--- config.mk ---
export PLATFORM = sky130hd
export DESIGN_NAME = touch_button_press_classifier
export DESIGN_NICKNAME = d
export VERILOG_FILES = /design/src/rtl/tbpc_pkg.sv /design/src/rtl/touch_button_press_classifier.sv /design/src/rtl/tbpc_chan.sv
export SDC_FILE = /design/constraint.sdc
export NUM_CORES = 2
export LEC_CHECK = 0
export ABC_AREA = 1
export BUFFER_PORTS_ARGS = -buffer_cell sky130_fd_sc_hd__clkbuf_2
export CAP_MARGIN = 20
export CELL_PAD_IN_SITES_DETAIL_PLACEMENT = 2
export CELL_PAD_IN_SITES_GLOBAL_PLACEMENT = 2
export CORE_ASPECT_RATIO = 1.75
export CORE_MARGIN = 1
export CORE_UTILIZATION = 30
export DETAILED_ROUTE_END_ITERATION = 8
export PLACE_DENSITY_LB_ADDON = 0.12
export SETUP_SLACK_MARGIN = 0.05
export SYNTH_ARGS = -nofsm -noshare
export SYNTH_HDL_FRONTEND = slang
export SYNTH_SLANG_ARGS = --single-unit
--- constraint.sdc ---
create_clock -name clk -period 17.6 [get_ports clk]
set_clock_uncertainty 0.1 [all_clocks]
set_input_delay 1.76 -clock clk [delete_from_list [all_inputs] [get_ports clk]]
set_output_delay 1.76 -clock clk [all_outputs]
set_load 0.1 [all_outputs]
--- src/rtl/tbpc_pkg.sv ---
// Shared types and constants for the touch button press classifier.
// No dependencies; used by tbpc_chan and touch_button_press_classifier.
package tbpc_pkg;

    localparam int RAW_W        = 16;
    localparam int TIME_W       = 32;
    localparam int KEEP_W       = 8;
    localparam int CFG_ADDR_W   = 2;
    localparam int CFG_DATA_W   = 16;
    localparam int OUT_CH       = 3;

    localparam int CHANNELS_DEF  = 3;
    localparam int FRAC_BITS_DEF = 8;

    localparam logic [KEEP_W-1:0] KEEP_RST      = 8'd243;
    localparam logic [RAW_W-1:0]  THRESHOLD_RST = 16'd10;
    localparam logic [RAW_W-1:0]  LONG_MS_RST   = 16'd1000;

    typedef enum logic [1:0] {
        KIND_SAMPLE = 2'd0,
        KIND_TICK   = 2'd1,
        KIND_SEED   = 2'd2
    } kind_t;

    typedef enum logic [1:0] {
        STAGE_IDLE    = 2'd0,
        STAGE_PRESSED = 2'd1,
        STAGE_LONG    = 2'd2
    } stage_t;

    typedef enum logic [1:0] {
        PRESS_NONE  = 2'd0,
        PRESS_SHORT = 2'd1,
        PRESS_LONG  = 2'd2,
        PRESS_HOLD  = 2'd3
    } press_t;

    typedef enum logic [CFG_ADDR_W-1:0] {
        REG_BASELINE_KEEP   = 2'd0,
        REG_TOUCH_THRESHOLD = 2'd1,
        REG_LONG_PRESS_MS   = 2'd2
    } cfg_reg_t;

    typedef struct packed {
        logic [KEEP_W-1:0] keep;
        logic [RAW_W-1:0]  threshold;
        logic [RAW_W-1:0]  long_ms;
    } cfg_t;

    // one item handed to a channel as it leaves the input register
    typedef struct packed {
        logic              en;
        logic              sample;
        logic              tick;
        logic              seed;
        logic [RAW_W-1:0]  raw;
        logic [TIME_W-1:0] now;
    } chan_cmd_t;

    typedef struct packed {
        logic   touched;
        press_t press;
    } chan_res_t;

endpackage

--- src/rtl/touch_button_press_classifier.sv ---
// Top level of the capacitive touch press classifier: stream ports,
// config registers, input and result registers. Depends on tbpc_pkg, tbpc_chan.
//
//  port group   dir  width  contents
//  s_t*         in   80+2   tdata raw_a,raw_b,raw_c,now_ms; tuser kind
//  m_t*         out  16     tdata touched_mask,press_a,press_b,press_c, pad
//  cfg_*        in   2+16   register write, index = register number
//
// One item per cycle sustained while m_tready stays high; an item goes through
// the input register, then channel logic into the result register.
// Channel state updates as the item moves from the input register to the
// result register. Reset clears config to defaults, baselines and histories
// to zero, press trackers to idle. A stalled result holds the input register;
// the input side keeps accepting while the result register can move.
module touch_button_press_classifier #(
    parameter int CHANNELS  = tbpc_pkg::CHANNELS_DEF,
    parameter int FRAC_BITS = tbpc_pkg::FRAC_BITS_DEF
) (
    input  logic                                clk,
    input  logic                                rst_n,
    input  logic                                s_tvalid,
    output logic                                s_tready,
    input  logic [79:0]                         s_tdata,   // raw_a, raw_b, raw_c, now_ms
    input  logic [1:0]                          s_tuser,   // kind
    output logic                                m_tvalid,
    input  logic                                m_tready,
    output logic [15:0]                         m_tdata,   // touched_mask, press_a/b/c, zero pad
    input  logic                                cfg_we,
    input  logic [tbpc_pkg::CFG_ADDR_W-1:0]     cfg_addr,
    input  logic [tbpc_pkg::CFG_DATA_W-1:0]     cfg_wdata
);

    localparam int OC = tbpc_pkg::OUT_CH;

    tbpc_pkg::cfg_t cfg_reg;

    always_ff @(posedge clk or negedge rst_n)
    begin
        if (!rst_n)
        begin
            cfg_reg.keep      <= tbpc_pkg::KEEP_RST;
            cfg_reg.threshold <= tbpc_pkg::THRESHOLD_RST;
            cfg_reg.long_ms   <= tbpc_pkg::LONG_MS_RST;
        end
        else if (cfg_we)
        begin
            unique case (cfg_addr)
                tbpc_pkg::REG_BASELINE_KEEP:
                    cfg_reg.keep <= cfg_wdata[tbpc_pkg::KEEP_W-1:0];
                tbpc_pkg::REG_TOUCH_THRESHOLD:
                    cfg_reg.threshold <= cfg_wdata;
                tbpc_pkg::REG_LONG_PRESS_MS:
                    cfg_reg.long_ms <= cfg_wdata;
                default:
                begin
                end
            endcase
        end
    end

    // input register
    logic                              in_valid_reg;
    logic [79:0]                       in_data_reg;
    logic [1:0]                        in_kind_reg;
    logic                              out_valid_reg;
    logic [15:0]                       out_data_reg;
    logic                              advance;

    assign advance  = in_valid_reg && (!out_valid_reg || m_tready);
    assign s_tready = !in_valid_reg || advance;

    always_ff @(posedge clk or negedge rst_n)
    begin
        if (!rst_n)
        begin
            in_valid_reg <= 1'b0;
        end
        else if (s_tready)
        begin
            in_valid_reg <= s_tvalid;
        end
    end

    always_ff @(posedge clk)
    begin
        if (s_tready && s_tvalid)
        begin
            in_data_reg <= s_tdata;
            in_kind_reg <= s_tuser;
        end
    end

    logic [tbpc_pkg::RAW_W-1:0] raw_in [OC];
    assign raw_in[0] = in_data_reg[15:0];
    assign raw_in[1] = in_data_reg[31:16];
    assign raw_in[2] = in_data_reg[47:32];

    logic [OC-1:0]     mask;
    tbpc_pkg::press_t  press [OC];
    tbpc_pkg::chan_res_t res [CHANNELS];

    for (genvar c = 0; c < CHANNELS; c++)
    begin : g_chan
        tbpc_pkg::chan_cmd_t cmd;
        assign cmd.en     = advance;
        assign cmd.sample = (in_kind_reg == tbpc_pkg::KIND_SAMPLE);
        assign cmd.tick   = (in_kind_reg == tbpc_pkg::KIND_TICK);
        assign cmd.seed   = (in_kind_reg == tbpc_pkg::KIND_SEED);
        assign cmd.now    = in_data_reg[79:48];
        if (c < OC)
        begin : g_raw
            assign cmd.raw = raw_in[c];
        end
        else
        begin : g_zero
            assign cmd.raw = '0;
        end

        tbpc_chan #(
            .FRAC_BITS (FRAC_BITS)
        ) u_chan (
            .clk   (clk),
            .rst_n (rst_n),
            .cfg   (cfg_reg),
            .cmd   (cmd),
            .res   (res[c])
        );
    end

    for (genvar c = 0; c < OC; c++)
    begin : g_out
        if (c < CHANNELS)
        begin : g_live
            assign mask[c]  = res[c].touched;
            assign press[c] = res[c].press;
        end
        else
        begin : g_none
            assign mask[c]  = 1'b0;
            assign press[c] = tbpc_pkg::PRESS_NONE;
        end
    end

    // result register
    always_ff @(posedge clk or negedge rst_n)
    begin
        if (!rst_n)
        begin
            out_valid_reg <= 1'b0;
        end
        else if (!out_valid_reg || m_tready)
        begin
            out_valid_reg <= in_valid_reg;
        end
    end

    always_ff @(posedge clk)
    begin
        if (advance)
        begin
            out_data_reg <= {7'd0, press[2], press[1], press[0], mask};
        end
    end

    assign m_tvalid = out_valid_reg;
    assign m_tdata  = out_data_reg;

    a_hold_input: assert property (@(posedge clk) disable iff (!rst_n)
        in_valid_reg && !advance |=> in_valid_reg)
        else $error("input register dropped a stalled item");

    a_ready_when_empty: assert property (@(posedge clk) disable iff (!rst_n)
        !out_valid_reg |-> s_tready)
        else $error("input not ready with empty result register");

    a_seed_clears: assert property (@(posedge clk) disable iff (!rst_n)
        advance && in_kind_reg == tbpc_pkg::KIND_SEED |=> m_tdata[2:0] == 3'b000)
        else $error("seed left a channel touched");

    a_press_on_tick: assert property (@(posedge clk) disable iff (!rst_n)
        advance && in_kind_reg != tbpc_pkg::KIND_TICK |=> m_tdata[8:3] == 6'd0)
        else $error("press event on a non-tick item");

endmodule

--- src/rtl/tbpc_chan.sv ---
// One touch channel: baseline filter, three-deep over history, press tracker.
// Depends on tbpc_pkg.
module tbpc_chan #(
    parameter int FRAC_BITS = tbpc_pkg::FRAC_BITS_DEF
) (
    input  logic                clk,
    input  logic                rst_n,
    input  tbpc_pkg::cfg_t      cfg,
    input  tbpc_pkg::chan_cmd_t cmd,
    output tbpc_pkg::chan_res_t res
);

    localparam int BW = tbpc_pkg::RAW_W + FRAC_BITS;
    localparam int KW = tbpc_pkg::KEEP_W;

    logic [BW-1:0]                 base_reg, base_next;
    logic [2:0]                    hist_reg, hist_next;
    tbpc_pkg::stage_t              stage_reg, stage_next;
    logic [tbpc_pkg::TIME_W-1:0]   start_reg, start_next;

    logic [BW-1:0]      rawf;
    logic [BW-1:0]      thrf;
    logic [BW+KW-1:0]   prod_old;
    logic [BW+KW:0]     prod_new;
    logic [BW+KW:0]     acc;
    logic [BW-1:0]      base_upd;
    logic signed [BW:0] diff;
    logic               over;
    logic               touched;
    logic [tbpc_pkg::TIME_W-1:0] elapsed;
    logic               long_due;
    tbpc_pkg::press_t   press;

    assign rawf = {cmd.raw, {FRAC_BITS{1'b0}}};
    assign thrf = {cfg.threshold, {FRAC_BITS{1'b0}}};

    // (b*k + raw*(256-k)) >> 8, result stays inside BW bits
    assign prod_old = base_reg * cfg.keep;
    assign prod_new = rawf * ((KW+1)'(1 << KW) - {1'b0, cfg.keep});
    assign acc      = {1'b0, prod_old} + prod_new;
    assign base_upd = acc[BW+KW-1:KW];

    assign diff = $signed({1'b0, base_upd}) - $signed({1'b0, rawf});
    assign over = diff > $signed({1'b0, thrf});

    assign touched  = (hist_reg == 3'b111);
    assign elapsed  = cmd.now - start_reg;
    assign long_due = elapsed >= {{(tbpc_pkg::TIME_W-tbpc_pkg::RAW_W){1'b0}}, cfg.long_ms};

    always_comb
    begin
        base_next  = base_reg;
        hist_next  = hist_reg;
        stage_next = stage_reg;
        start_next = start_reg;
        press      = tbpc_pkg::PRESS_NONE;
        if (cmd.sample)
        begin
            base_next = base_upd;
            hist_next = {hist_reg[1:0], over};
        end
        else if (cmd.seed)
        begin
            base_next = rawf;
            hist_next = 3'b000;
        end
        else if (cmd.tick)
        begin
            unique case (stage_reg)
                tbpc_pkg::STAGE_PRESSED, tbpc_pkg::STAGE_LONG:
                begin
                    if (touched && long_due)
                    begin
                        press      = (stage_reg == tbpc_pkg::STAGE_PRESSED) ?
                                     tbpc_pkg::PRESS_LONG : tbpc_pkg::PRESS_HOLD;
                        stage_next = tbpc_pkg::STAGE_LONG;
                    end
                    else if (!touched)
                    begin
                        if (stage_reg == tbpc_pkg::STAGE_PRESSED)
                        begin
                            press = tbpc_pkg::PRESS_SHORT;
                        end
                        stage_next = tbpc_pkg::STAGE_IDLE;
                    end
                end
                default:
                begin
                    // idle (or the unreachable fourth code)
                    if (touched)
                    begin
                        stage_next = tbpc_pkg::STAGE_PRESSED;
                        start_next = cmd.now;
                    end
                end
            endcase
        end
    end

    always_ff @(posedge clk or negedge rst_n)
    begin
        if (!rst_n)
        begin
            base_reg  <= '0;
            hist_reg  <= '0;
            stage_reg <= tbpc_pkg::STAGE_IDLE;
            start_reg <= '0;
        end
        else if (cmd.en)
        begin
            base_reg  <= base_next;
            hist_reg  <= hist_next;
            stage_reg <= stage_next;
            start_reg <= start_next;
        end
    end

    assign res.touched = (hist_next == 3'b111);
    assign res.press   = press;

endmodule

# --- Word-level counts from Yosys, hierarchy flattened ---
# Cells that the tools add are included.
# Widths: inputs -> output; s select.
word_totals:
  reg_bits: 316
  latchBits: 0
  mem_bits_rw: 0
  romBits: 0
  output_inout_bits: 18
  word_cells: 137
  mem_count: 0
op_classes:
  addsub: 10
  n_mul: 6
  n_div: 0
  order_cmp: 6
  n_eq_ne: 19
  n_shift: 0
  mux: 36
  n_bitwise: 6
  n_reduce_logical: 31
ops:
  columns: ["op", "count"]
  rows:
  - ["$mux 24", 6]
  - ["$mul 16x33->24", 3]
  - ["$add 32x32->32", 3]
  - ["$ge 32x16->1", 3]
  - ["$mul 24x8->32", 3]
  - ["$sub 32x32->32", 3]
  - ["$gt 25x25->1", 3]
  - ["$sub 24x24->25", 3]
  - ["$mux 2", 18]
  - ["$reduce_and 6->1", 6]
  - ["$eq 3x3->1 const B", 6]
  - ["$mux 3", 6]
  - ["$reduce_or 4->1", 3]
  - ["$eq 2x1->1 const B", 5]
  - ["$eq 2x2->1 const B", 5]
  - ["$sub 9x8->10 const A", 1]
  - ["$ne 3x3->1 const B", 3]
  - ["$reduce_and 2->1", 4]
  - ["$reduce_bool 2->1", 4]
  - ["$mux 1", 6]
  - ["$not 1->1", 6]
  - ["$reduce_or 2->1", 3]
  - ["$logic_and 1x1->1", 5]
  - ["$logic_not 2->1", 2]
  - ["other kinds (2)", 4]

# --- Logic depth before layout (Yosys ltp) ---
depth:
  word_depth: 7
  mapped_depth: 67

# --- Hierarchy ---
# Synthesis repeated with hierarchy kept, for this count alone.
hier_totals:
  hier_cells: 8218
  hier_area_um2: 59843.6
by_module_without_submodules:
  columns: ["module", "instances", "cells_per_inst", "area_per_inst_um2"]
  rows:
  - ["tbpc_chan at g_chan[0].u_chan", 1, 2654, 18430.2]
  - ["tbpc_chan at g_chan[2].u_chan", 1, 2655, 18411.4]
  - ["tbpc_chan at g_chan[1].u_chan", 1, 2615, 18310.1]
  - ["touch_button_press_classifier", 1, 294, 4692.0]

# --- Least setup slack after synthesis ---
# Ideal clock, no wire load.
synth_path:
  path_kind: "register to register"
  startpoint: "register cfg_reg[33] in the netlist's numbering"
  endpoint: "register out_data_reg[0], in the netlist m_tdata[0], data pin"
  t_arrival_ps: 12001
  required_time_ps: 17243
  slack_ps: 5242
  stages_incl_launch_ff: 65
  path_buffers: 3
  path_cell_list: "dfstp_2 clkbuf_1 clkbuf_1 inv_1 ha_1 nand2_1 nor2_1 inv_1 or2_1 o21ai_0 inv_1 nor2_1 inv_2 clkbuf_1 nor2_1 fa_1 inv_1 fa_1 (+29 left out) nand2_1 o211ai_1 a21oi_1 o21bai_1 a21oi_1 o21ai_1 nand3_1 nand2_1 xor2_1 ha_1 nand2_1 nor4_1 nor3b_1 nand4_1 nor2_1 nand3_1 nand3_1 a21oi_1"
synth_lines:
  columns: ["element", "line_no", "rtl"]
  rows:
  - ["from (decl)", "touch_button_press_classifier.sv:35", "tbpc_pkg::cfg_t cfg_reg;"]
  - ["to (signal assigned)", "touch_button_press_classifier.sv:161", "out_data_reg <= {7'd0, press[2], press[1], press[0], mask};"]
  - ["to (decl)", "touch_button_press_classifier.sv:66", "logic [15:0] out_data_reg;"]

==> flow_summary.rst <==
.. list-table::
   :header-rows: 1

   * - Metric
     - Value
   * - Result of the run
     - finished clean
   * - Number of synthesized flops with an enable pin
     - 91
   * - Wirelength per Cell
     - 22.3 microns
   * - Netlist area before placement
     - 58,500 sq um
   * - NumNets Final
     - 9,422
   * - Total CTS buffers
     - 43
   * - Vias after detailed routing
     - 51,200
   * - Flip-flop count of the largest register after layout
     - 96
   * - Count of buffers inserted at the top-level ports
     - 115
   * - Number of max-capacitance violations reported
     - 0
   * - Minimum clock period
     - 14.74 ns
   * - Clock Root Buffer
     - clkbuf_16
   * - Die width
     - 336 microns
   * - Largest buffer count on any clock path
     - 3
   * - Period utilization
     - 83.7%
   * - Pin count of the biggest net entering global routing
     - 96
   * - Required time at the worst-slack endpoint
     - 17.88 ns
   * - Remaining global-route overflow
     - 0
   * - Fraction of the yosys area taken by sequential cells
     - 14.3%
   * - Ratio of cells with drive above 1 in the final layout
     - 4.35%
   * - Arrival time at the worst endpoint
     - 15.02 ns
   * - Fill cells
     - 22,900
   * - Count of routing violations after the opening detailed-route iteration
     - 1,353
   * - Yosys cell types
     - 63
   * - Final Hold Violating Endpoints
     - 0
   * - Largest fanout of any net on the critical path
     - 57
   * - Commonest cells after routing, fill and taps aside
     - nand2_1 (2,103), inv_1 (1,895), fa_1 (750), ha_1 (675), nor2_1 (441)
   * - Flip-flop and latch count after synthesis
     - 316
   * - DRC violation count after routing
     - 0
   * - Fraction of synthesis flops using an asynchronous set or reset pin
     - 71.2%
   * - Category of the worst setup path capture point
     - register
   * - Worst skew pair latency
     - 0.67 ns
   * - Number of antenna violations at the first check in global routing
     - 4
   * - Via count of the first global-routing pass
     - 60,300
   * - Reg clk slew, reported paths
     - 0.06 ns
   * - Estimated wirelength of the detail-placed design
     - 202,000 microns
   * - Setup repair after global routing missed its margin
     - no
   * - Core Region
     - 194,000 sq um
   * - Clock tree from TritonCTS
     - done
   * - Post-detailed-route via-to-cell ratio
     - 4.87
   * - Crit start category
     - register
   * - Crit path kind
     - register to register
   * - H-tree levels
     - 2
   * - Quantity of gates resized following cts
     - 0
   * - Layout overhead on the synthesized area
     - 8.02%
   * - Most used cell, CP
     - inv_1
   * - Initial DRT Pass Iterations
     - 5
   * - Synth Instances
     - 7,935
   * - CP max stage cell
     - dfstp_4
   * - Global placement routability congestion
     - 0.880
   * - Die Y
     - 586 microns
   * - Hold buffers post-CTS
     - 0
   * - Mean instance size in the synthesized netlist
     - 7.38 sq um
   * - Highest clock rate
     - 0.0678 GHz
   * - Die area
     - 197,000 sq um
   * - Number of standard-cell rows in the floorplan
     - 214
   * - # clock sinks
     - 316
   * - Num ports
     - 123
   * - Final setup viols
     - 0
   * - Stage delay of the slowest cell on the critical path
     - 1.10 ns
   * - Most used flip-flop cell after synthesis
     - dfrtp_1
   * - Number of setup buffers added after CTS
     - 0
   * - Total wire length after detailed routing
     - 235,000 microns
   * - Initial core utilization
     - 30.2%
   * - Number of warning messages in the yosys log
     - 0
   * - Final Slew Violations
     - 0
   * - Util after Layout
     - 32.6%
   * - All-Layer GR Usage
     - 24.3%
   * - Total Negative Setup Slacks
     - 0 ns
   * - Antenna viol nets, final
     - 0
   * - Most common cell after layout, fill and taps aside
     - nand2_1
   * - Transition time at the pin with the least slew margin
     - 1.07 ns
   * - First-pass GRT wire length
     - 357,000 microns
   * - Worst min path class
     - register to register
   * - Max-slew headroom
     - 28.2%
## synth_stat cells, drive strengths merged, types with 55 or more instances
| cell type | instances | area share (%) |
|---|---|---|
| a21oi | 351 | 3.0 |
| clkbuf | 234 | 1.5 |
| dfrtp | 211 | 9.0 |
| edfxtp | 91 | 4.7 |
| fa | 750 | 26 |
| ha | 676 | 14 |
| inv | 1907 | 12 |
| nand2 | 2126 | 14 |
| nand3 | 198 | 1.8 |
| nand4 | 55 | 0.59 |
| nor2 | 469 | 3.1 |
| nor3 | 57 | 0.55 |
| o21ai | 339 | 2.9 |
| xnor2 | 66 | 0.99 |
| xor2 | 154 | 2.3 |
## worst paths after layout
path                                          startpoint                            end  slack (ns)  depth (start not counted)
min reg2reg                g_chan[2].u_chan.stage_reg[1]  g_chan[2].u_chan.stage_reg[1]        0.38                          2
min                        g_chan[2].u_chan.stage_reg[1]  g_chan[2].u_chan.stage_reg[1]        0.38                          2
max                                          cfg_reg[32]                     m_tdata[0]        2.86                         62
max reg2reg                                  cfg_reg[32]                     m_tdata[0]        2.86                         62
max in group asynchronous                          rst_n   g_chan[2].u_chan.base_reg[6]       14.50                          3
min in group asynchronous                          rst_n  g_chan[1].u_chan.start_reg[4]        1.08                          1
## logic make-up (layout without fill, tap and decap cells)
logic type	count (synthesis)	count (layout)	share of synthesized area, %
DFF	316	316	14.3
AOI/OAI and AO/OA	848	848	7.98
adders and majority gates	1426	1426	40.1
buffers and inverters	2169	2153	14.0
and+or+nand+nor	2955	2955	20.3
xor gates and xnor gates	220	220	3.29
other	1	8	0.00641
## layout make-up
class / count / area (sq um) / share of cell area, %
Multi-Input combinational cell: 5456 / 42000 / 66.5
Clock buffer: 54 / 1180 / 1.86
Tap cell: 2592 / 3240 / 5.13
Clock inverter: 25 / 224 / 0.354
Inverter: 1918 / 7200 / 11.4
Sequential cell: 316 / 8410 / 13.3
Timing Repair Buffer: 156 / 921 / 1.46
Antenna cell: 1 / 2.50 / 0.00396
## metal layers
metal / GRT usage, % / vias to the layer above / part of all wire, %
met1: 23.0 / 26400 / 34
li1: - / 23800 / -
met2: 50.7 / 600 / 58
met4: 13.0 / 0 / 6.2
met3: 1.36 / 382 / 1.3
met5: 0 / - / 0
## worst max-delay path, delay by kind of cell (launching register included)
family	cells	cell delay, ns
AOI/OAI and AO/OA	14	2.26
xor gates and xnor gates	3	0.47
adders and majority gates	15	6.67
buffers and inverters	13	1.70
DFF	1	1.10
and+or+nand+nor	17	2.14
## per-stage QoR
| stage | setup slack [ns] | hold slack (ns) | cells | cell area [sq um] |
|---|---|---|---|---|
| 6_report | 2.86 | 0.381 | 10500 | 63200 |
| 5_1_grt | 1.88 | 0.409 | 10500 | 63200 |
| 3_5_place_dp | 2.77 | 0.371 | 10400 | 61800 |
| 2_1_floorplan | 5.24 | 0.341 | 7941 | 58600 |
| 4_1_cts | 2.73 | 0.386 | 10500 | 63200 |
| 3_3_place_gp | 2.89 | 0.360 | 10400 | 61800 |
Power is not shown: default switching activity piles up to over one toggle a cycle in this logic, so the estimate is an artifact.
